`src/rtl/frm_pkg.sv`:
```
`default_nettype none

package frm_pkg;

  localparam int COUNT_W = 32;
  localparam int MS_W = 10;
  localparam int MUL_W = COUNT_W + MS_W;
  localparam int RATE_W = 24;
  localparam int PERIOD_W = 16;

  localparam logic [RATE_W-1:0] RATE_MAX = 24'hFFFFFF;
  localparam logic [COUNT_W-1:0] COUNT_MAX = 32'hFFFFFFFF;
  localparam logic [MS_W-1:0] MS_PER_S = 10'd1000;
  localparam logic [31:0] GAP_INIT = 32'd10000;
  localparam logic [PERIOD_W-1:0] PERIOD_RESET = 16'd1000;

  typedef enum logic [5:0] {
    S_IDLE = 6'b000001,
    S_GAP  = 6'b000010,
    S_UPD  = 6'b000100,
    S_MUL  = 6'b001000,
    S_DIV  = 6'b010000,
    S_DONE = 6'b100000
  } state_t;

  typedef enum logic [1:0] {
    DIV_AVG  = 2'd0,
    DIV_LOW  = 2'd1,
    DIV_HIGH = 2'd2
  } div_kind_t;

endpackage

`default_nettype wire

```
`src/rtl/frame_rate_meter_unit.sv`:
```
`default_nettype none

// Frame rate meter. Each input item is a frame event (s_tuser = 0) or a window
// restart (s_tuser = 1) with a millisecond timestamp, and gives exactly one
// output item carrying the current average, minimum and maximum rates (unsigned,
// FRAC_BITS fraction bits, saturated at 0xFFFFFF) with the updated and valid
// flags. The block works on one item at a time. A restart goes from acceptance
// through the gap stage to the output register; a frame that does not close a
// window also passes the update stage. In continuous mode (period_ms = 0) a
// frame also runs the average division, and a frame that closes a window runs
// the average, minimum and maximum divisions. The divisions use the single
// restoring divider, which retires one quotient bit per cycle and is shared
// by the three rate divisions. The output register frees the input side while
// a finished item waits to be taken.
module frame_rate_meter_unit
  import frm_pkg::*;
#(
  parameter int TIME_BITS = 32,
  parameter int FRAC_BITS = 8
) (
  input  wire logic          clk,
  input  wire logic          rst,
  input  wire logic          cfg_wen,
  input  wire logic [15:0]   cfg_wdata,
  input  wire logic          s_tvalid,
  output logic               s_tready,
  input  wire logic [31:0]   s_tdata,   // now_ms
  input  wire logic          s_tuser,   // req_type
  output logic               m_tvalid,
  input  wire logic          m_tready,
  output logic [71:0]        m_tdata,   // fps, fps_min, fps_max
  output logic [1:0]         m_tuser    // updated, fps_valid
);

  localparam int NW = MUL_W + FRAC_BITS;
  localparam int SW = $clog2(NW + 1);
  localparam int SHORT_STEPS = MS_W + FRAC_BITS;

  state_t state;
  div_kind_t kind;

  logic [PERIOD_W-1:0] period_ms;
  logic [TIME_BITS-1:0] now_r;
  logic restart_r;
  logic win_r;
  logic upd_r;

  logic [TIME_BITS-1:0] window_start;
  logic [TIME_BITS-1:0] last_time;
  logic [COUNT_W-1:0] frame_count;
  logic [TIME_BITS-1:0] shortest_gap;
  logic [TIME_BITS-1:0] longest_gap;
  logic [TIME_BITS-1:0] gap_r;
  logic [TIME_BITS-1:0] elapsed_r;
  logic [RATE_W-1:0] rate_avg;
  logic [RATE_W-1:0] rate_low;
  logic [RATE_W-1:0] rate_high;
  logic rate_seen;

  logic [NW-1:0] num_sr;
  logic [TIME_BITS-1:0] rem;
  logic [RATE_W-1:0] quo;
  logic ovf;
  logic [SW-1:0] steps;

  logic [TIME_BITS-1:0] den;
  logic [TIME_BITS:0] sh;
  logic [TIME_BITS:0] diff;
  logic ge;
  logic [TIME_BITS-1:0] rem_next;
  logic [RATE_W-1:0] rate_res;
  logic [NW-1:0] short_num;

  assign s_tready = (state == S_IDLE);

  always_comb begin
    unique case (kind)
      DIV_AVG:  den = elapsed_r;
      DIV_LOW:  den = longest_gap;
      DIV_HIGH: den = shortest_gap;
      default:  den = '0;
    endcase
  end

  assign sh = {rem, num_sr[NW-1]};
  assign diff = sh - {1'b0, den};
  assign ge = (sh >= {1'b0, den});
  assign rem_next = ge ? diff[TIME_BITS-1:0] : sh[TIME_BITS-1:0];
  assign rate_res = ((den == '0) || ovf) ? RATE_MAX : quo;
  assign short_num = NW'(MS_PER_S) << (NW - MS_W);

  always_ff @(posedge clk) begin
    if (rst) begin
      period_ms <= PERIOD_RESET;
    end else if (cfg_wen) begin
      period_ms <= cfg_wdata;
    end
  end

  always_ff @(posedge clk) begin
    if (rst) begin
      state <= S_IDLE;
      kind <= DIV_AVG;
      m_tvalid <= 1'b0;
      window_start <= '0;
      last_time <= '0;
      frame_count <= '0;
      shortest_gap <= TIME_BITS'(GAP_INIT);
      longest_gap <= '0;
      rate_avg <= '0;
      rate_low <= '0;
      rate_high <= '0;
      rate_seen <= 1'b0;
      steps <= '0;
    end else begin
      if ((state == S_DONE) && (!m_tvalid || m_tready)) begin
        m_tvalid <= 1'b1;
      end else if (m_tvalid && m_tready) begin
        m_tvalid <= 1'b0;
      end
      unique case (state)
        S_IDLE: begin
          if (s_tvalid) begin
            now_r <= TIME_BITS'(s_tdata);
            restart_r <= s_tuser;
            state <= S_GAP;
          end
        end
        S_GAP: begin
          if (restart_r) begin
            window_start <= now_r;
            last_time <= now_r;
            frame_count <= '0;
            shortest_gap <= TIME_BITS'(GAP_INIT);
            longest_gap <= '0;
            rate_avg <= '0;
            rate_low <= '0;
            rate_high <= '0;
            rate_seen <= 1'b0;
            upd_r <= 1'b0;
            state <= S_DONE;
          end else begin
            gap_r <= now_r - last_time;
            elapsed_r <= now_r - window_start;
            last_time <= now_r;
            if (frame_count != COUNT_MAX) begin
              frame_count <= frame_count + 1'b1;
            end
            state <= S_UPD;
          end
        end
        S_UPD: begin
          if (gap_r < shortest_gap) begin
            shortest_gap <= gap_r;
          end
          if (gap_r > longest_gap) begin
            longest_gap <= gap_r;
          end
          priority if (period_ms == '0) begin
            win_r <= 1'b0;
            state <= S_MUL;
          end else if (elapsed_r >= TIME_BITS'(period_ms)) begin
            win_r <= 1'b1;
            state <= S_MUL;
          end else begin
            upd_r <= 1'b0;
            state <= S_DONE;
          end
        end
        S_MUL: begin
          num_sr <= NW'(MUL_W'(frame_count) * MUL_W'(MS_PER_S)) << FRAC_BITS;
          rem <= '0;
          quo <= '0;
          ovf <= 1'b0;
          steps <= SW'(NW);
          kind <= DIV_AVG;
          state <= S_DIV;
        end
        S_DIV: begin
          if (steps != '0) begin
            num_sr <= num_sr << 1;
            rem <= rem_next;
            quo <= {quo[RATE_W-2:0], ge};
            ovf <= ovf | quo[RATE_W-1];
            steps <= steps - 1'b1;
          end else begin
            num_sr <= short_num;
            rem <= '0;
            quo <= '0;
            ovf <= 1'b0;
            steps <= SW'(SHORT_STEPS);
            unique case (kind)
              DIV_AVG: begin
                rate_avg <= rate_res;
                if (win_r) begin
                  kind <= DIV_LOW;
                end else begin
                  rate_seen <= 1'b1;
                  upd_r <= 1'b1;
                  state <= S_DONE;
                end
              end
              DIV_LOW: begin
                rate_low <= rate_res;
                kind <= DIV_HIGH;
              end
              default: begin
                rate_high <= rate_res;
                window_start <= now_r;
                frame_count <= '0;
                shortest_gap <= TIME_BITS'(GAP_INIT);
                longest_gap <= '0;
                rate_seen <= 1'b1;
                upd_r <= 1'b1;
                state <= S_DONE;
              end
            endcase
          end
        end
        S_DONE: begin
          if (!m_tvalid || m_tready) begin
            m_tdata <= {rate_high, rate_low, rate_avg};
            m_tuser <= {rate_seen, upd_r};
            state <= S_IDLE;
          end
        end
        default: begin
          state <= S_IDLE;
        end
      endcase
    end
  end

  a_out_from_done: assert property (@(posedge clk) disable iff (rst)
    $rose(m_tvalid) |-> $past(state == S_DONE))
    else $error("output item raised outside write-back");

  a_steps_bound: assert property (@(posedge clk) disable iff (rst)
    state == S_DIV |-> steps <= SW'(NW))
    else $error("divider step count out of range");

  a_invalid_zero: assert property (@(posedge clk) disable iff (rst)
    m_tvalid && !m_tuser[1] |-> m_tdata == '0 && !m_tuser[0])
    else $error("rates reported without a valid measurement");

  a_accept_start: assert property (@(posedge clk) disable iff (rst)
    s_tvalid && s_tready |=> state == S_GAP)
    else $error("accepted item not taken into gap stage");

endmodule

`default_nettype wire
```
`config.mk`:
```
export PLATFORM = sky130hd
export DESIGN_NAME = frame_rate_meter_unit
export DESIGN_NICKNAME = d
export VERILOG_FILES = /design/src/rtl/frm_pkg.sv /design/src/rtl/frame_rate_meter_unit.sv
export SDC_FILE = /design/constraint.sdc
export NUM_CORES = 1
export LEC_CHECK = 0
export ABC_AREA = 1
export BUFFER_PORTS_ARGS = -buffer_cell sky130_fd_sc_hd__buf_2
export CAP_MARGIN = 20
export CORE_UTILIZATION = 43
export DETAILED_ROUTE_END_ITERATION = 16
export GPL_TIMING_DRIVEN = 0
export SLEW_MARGIN = 5
export SYNTH_ARGS = -nofsm -noshare
export SYNTH_HDL_FRONTEND = slang
export SYNTH_SLANG_ARGS = --single-unit
export TNS_END_PERCENT = 30
```
`constraint.sdc`:
```
create_clock -name clk -period 7.35 [get_ports clk]
set_input_delay 1.1025 -clock clk [delete_from_list [all_inputs] [get_ports clk]]
set_output_delay 1.1025 -clock clk [all_outputs]
set_load 0.005 [all_outputs]
```
Word level (Yosys, flattened, before mapping)

Cells that the tools add are included.

Bitwise operators: 3
Divide/modulo/power cells: 0
Shift-type cells: 0
$mul: 1
$add $sub $neg: 5
Reductions and logical operators: 30
Multiplexer cells: 64
Order comparisons: 4
Eq/ne operators: 25

Operator list:

| cell                  | number |
|---|---|
| $mux 32               | 15 |
| $pmux 32 s3           | 3 |
| $mux 24               | 9 |
| $pmux 24 s2           | 4 |
| $pmux 32 s2           | 3 |
| $pmux 50 s2           | 1 |
| $sub 32x32->32        | 3 |
| $mux 50               | 1 |
| $mux 6                | 8 |
| $mul 32x7->39 const B | 1 |
| $pmux 6 s6            | 1 |
| $ge 33x32->1          | 1 |
| $add 32x1->32 const B | 1 |
| $ge 32x16->1          | 1 |
| $gt 32x32->1          | 1 |
| $logic_not 32->1      | 1 |
| $lt 32x32->1          | 1 |
| $ne 32x32->1 const B  | 1 |
| $pmux 6 s2            | 2 |
| $ne 2x2->1 const B    | 10 |
| $reduce_and 4->1      | 5 |
| $reduce_and 5->1      | 4 |
| $logic_not 16->1      | 1 |
| $reduce_and 3->1      | 4 |
| 29 further kinds      | 50 |

Input bits: 54
Memory bits (read-only): 0
Memories: 0
Latch bits: 0
Register bits after elaboration: 544
Word-level logic and storage cells: 158
Bits in writable memories: 0

Depth between registers and ports, before layout

Word-level depth: 8
Mapped depth: 24

Worst setup path after synthesis

Ideal clock, no wire load.

Kind: input to register
From: in rst
To: reg m_tdata[0], enable pin
Buffers on the path: 2
Setup slack: 0.196 ns
Data arrival time: 6.557 ns
Stages on the path: 3
Library setup time: 0.597 ns
Cell sequence: clkbuf_1 clkbuf_1 nor3_1

Word-level cells in the longest chain between the ends: 2

RTL lines:

| element                           | line                         | source |
|---|---|---|
| start, declared                   | frame_rate_meter_unit.sv:22  | `input wire logic rst,` |
| $not 1->1 (no source line)        | n/a                          |  |
| $reduce_and 3->1 (no source line) | n/a                          |  |
| end signal, assigned              | frame_rate_meter_unit.sv:222 | `m_tdata <= {rate_high, rate_low, rate_avg};` |
| end, declared                     | frame_rate_meter_unit.sv:31  | `output logic [71:0] m_tdata,` |

No other way between the ends.
A chain may end at the register's enable or synchronous reset.

Worst setup path after layout

From: reg frame_count[11]
To: reg num_sr[37] (data pin)

Word-level cells in the longest chain between the ends: 2

RTL lines:

| element                | line                         | source |
|---|---|---|
| start, declared        | frame_rate_meter_unit.sv:50  | `logic [COUNT_W-1:0] frame_count;` |
| start signal, assigned | frame_rate_meter_unit.sv:147 | `frame_count <= frame_count + 1'b1;` |
| $mul 32x7->39          | frame_rate_meter_unit.sv:171 | `num_sr <= NW'(MUL_W'(frame_count) * MUL_W'(MS_PER_S)) << FRAC_BITS;` |
| $pmux 50 s2            | frame_rate_meter_unit.sv:121 | `unique case (state)` |
| end signal, assigned   | frame_rate_meter_unit.sv:171 |  |
| end signal, assigned   | frame_rate_meter_unit.sv:181 | `num_sr <= num_sr << 1;` |
| end signal, assigned   | frame_rate_meter_unit.sv:187 | `num_sr <= short_num;` |
| end, declared          | frame_rate_meter_unit.sv:60  | `logic [NW-1:0] num_sr;` |

No other way between the ends.

==> results.ini <==
[worst_setup_path]
reg2reg_depth = 16
r2r_end = num_sr[37]
cp-end-kind = flop
path_class = reg2reg
crit_arrival_ns = 5.19
startpoint_type = flop
r2r-start = frame_count[11]
crit_required_ns = 7.73
cp_max_fo = 5
rrSetupSlack_ns = 2.54

[clock_tree]
cts.clk_slew.worst_paths_ns = 0.06
cts.sinks = 533
cts_resized = 0
cts_buffers = 58
ctsHoldBuffers = 0
clk_latency_ns = 0.63
cts_root_buf = clkbuf_16
cts_max_path_buffers = 3
cts_setup_buffers = 0
cts_tree = yes
cts_max_level = 2

[floorplan]
rows = 103
initial_utilization_pct = 43.5
die_height_um = 284
die_w_um = 284
dieArea_um2 = 80800
coreArea_um2 = 78900
ios = 130

[timing]
fmax_mhz = 208
setup_viol_count_final = 0
hold_viol = 0
slew_violations = 0
min_period_over_period_pct = 65.4
tightest_slew_ns = 1.19
max_slew_margin_pct = 20.8
period_minus_slack_ns = 4.81
fin_skew_ns = 0.0264
grt_setup_unrepaired = false

[finish]
largest_register = m_tdata
n_antenna_cell = 0
drive_above_1_share_pct = 7.95
layout_common_cells = nand2_1, inv_1, nor2_1
fin_util_pct = 48.8
final_nets = 4900
syn_to_final_growth_pct = 12.2
final_common_cell = nand2_1
reg.largest.list = m_tdata x72, num_sr x39
largest_reg_flops = 72

[detailed_routing]
vias = 29500
vias_per_cell = 5.29
drc_errors = 0
ant_nets = 0
wl_per_cell_um = 18.8
routed_wl_mm = 104
first_iter_violations = 2370
firstDrtPassIters = 6

[yosys]
netlist_area_um2 = 34300
synth.net_count = 4699
synth_xor_area_share_pct = 2.35
synthAdderAreaFrac_pct = 16.6
syn_inst = 4264
synth-simple-area-share_pct = 20.7
ys_types = 49
synth_compound_area_share_pct = 13.2
synth_mux_area_share_pct = 0
yosys_warnings = 0
synth_edf_count = 269
synth-seq-cells = 533
synth_top_family_by_area = simple AND/OR/NAND/NOR gates
synth_ff_type = edfxtp_1
avgSynthCellArea_um2 = 8.04
async_reset_ff_share_pct = 0
seq_area_frac_synth_pct = 39.0

[hold_path]
hold_class = reg2reg
holdPathStages = 0
hp-start = rate_low[9]
holdPathEnd = m_tdata[33]

[pwr]
ir_drop_mv = 0.224
powerDensity_nw_per_um2 = 194
total_power_mw = 7.44
p_leak_nw = 16.1

[placed_design]
gp_congestion = 0.976
portBuffers = 128
place_hpwl_mm = 83.4

[flow_run]
max-cap-violations = 0

[global_route]
grt-ovfl-total = 0
track_usage_pct = 25.4
grt_pass1_vias = 27400
grt_pass1_wl_mm = 159
grt_max_degree = 33
antenna_found_initial = 1

[status]
outcome = completed

## worst max-delay path by stage
stage	cells after the start	from	slack (ns)	endpoint
after global placement	3	rst	-2.50	m_tdata[44]
final	16	frame_count[11]	2.54	num_sr[37]
after detailed placement	17	frame_count[17]	2.58	num_sr[49]
after global routing	18	frame_count[17]	2.25	num_sr[41]
after CTS	16	frame_count[7]	2.60	num_sr[38]
after floorplan	3	rst	0.20	m_tdata[0]
## synthesized netlist by cell type (all sizes together) (49+ instances only)
cell type  count  area, um2
nand2        848       3240
inv          581       2190
nand3        213       1170
a21oi        440       2200
edfxtp       269       8080
fa           121       2420
nand4         49        307
ha           260       3250
nor2         494       1910
nor3          55        275
o21ai        316       1580
xor2          67        587
clkbuf        88        333
dfxtp        264       5290
## metal layers
metal,up-vias,track usage [%],wire [um]
met4,0,7.57,3030
met1,13700,37.2,49000
met5,-,0,0
li1,14500,-,-
met3,169,2.76,7070
met2,1076,39.2,45300
## per-stage QoR
stage	hold slack, ns	setup WS (ns)	area [um2]	cells	TNS (ns)
floorplan	0.400	0.196	34300	4264	0
CTS	0.423	2.60	38500	5565	0
detailed placement	0.407	2.58	36500	5455	0
global route	0.427	2.25	38500	5565	0
global placement	0.402	-2.50	36200	5442	-274.26
finish	0.422	2.54	38500	5565	0
## power breakdown
part / switching (mW) / total (mW) / internal (mW)
registers: 0.0893 / 3.36 / 3.27
clock network: 1.27 / 3.04 / 1.77
logic: 0.686 / 1.05 / 0.364
total: 2.05 / 7.44 / 5.40
## logic make-up after synthesis
family	after synthesis
AND/OR/NAND/NOR	1689
AO/OA/AOI/OAI	852
XOR/XNOR	92
buffers and inverters	717
flip-flops	533
adder cells (fa/ha/maj)	381
## cell type report
cell class	instances	area (um2)
timing repair buffer	141	841
multi-input combinational	3014	18100
clock inverter	33	365
fill	7856	40400
buffer	134	617
inverter	583	2190
sequential	533	13400
tap	1050	1310
clock buffer	77	1650
## critical path, cell delays in order (launching register included)
cell and delay [ns]:
dfxtp_1 0.51, inv_1 0.21, fa_1 0.59, fa_1 0.44, fa_1 0.51, fa_1 0.56
inv_1 0.05, ha_1 0.37, a21oi_1 0.29, o21ai_0 0.20, a21oi_1 0.16, nand2_1 0.14
nand3_1 0.09, nand2_1 0.06, or2_2 0.27, nand3_1 0.07, nand2_1 0.05
Note: power is estimated with default switching activity, not from simulation.
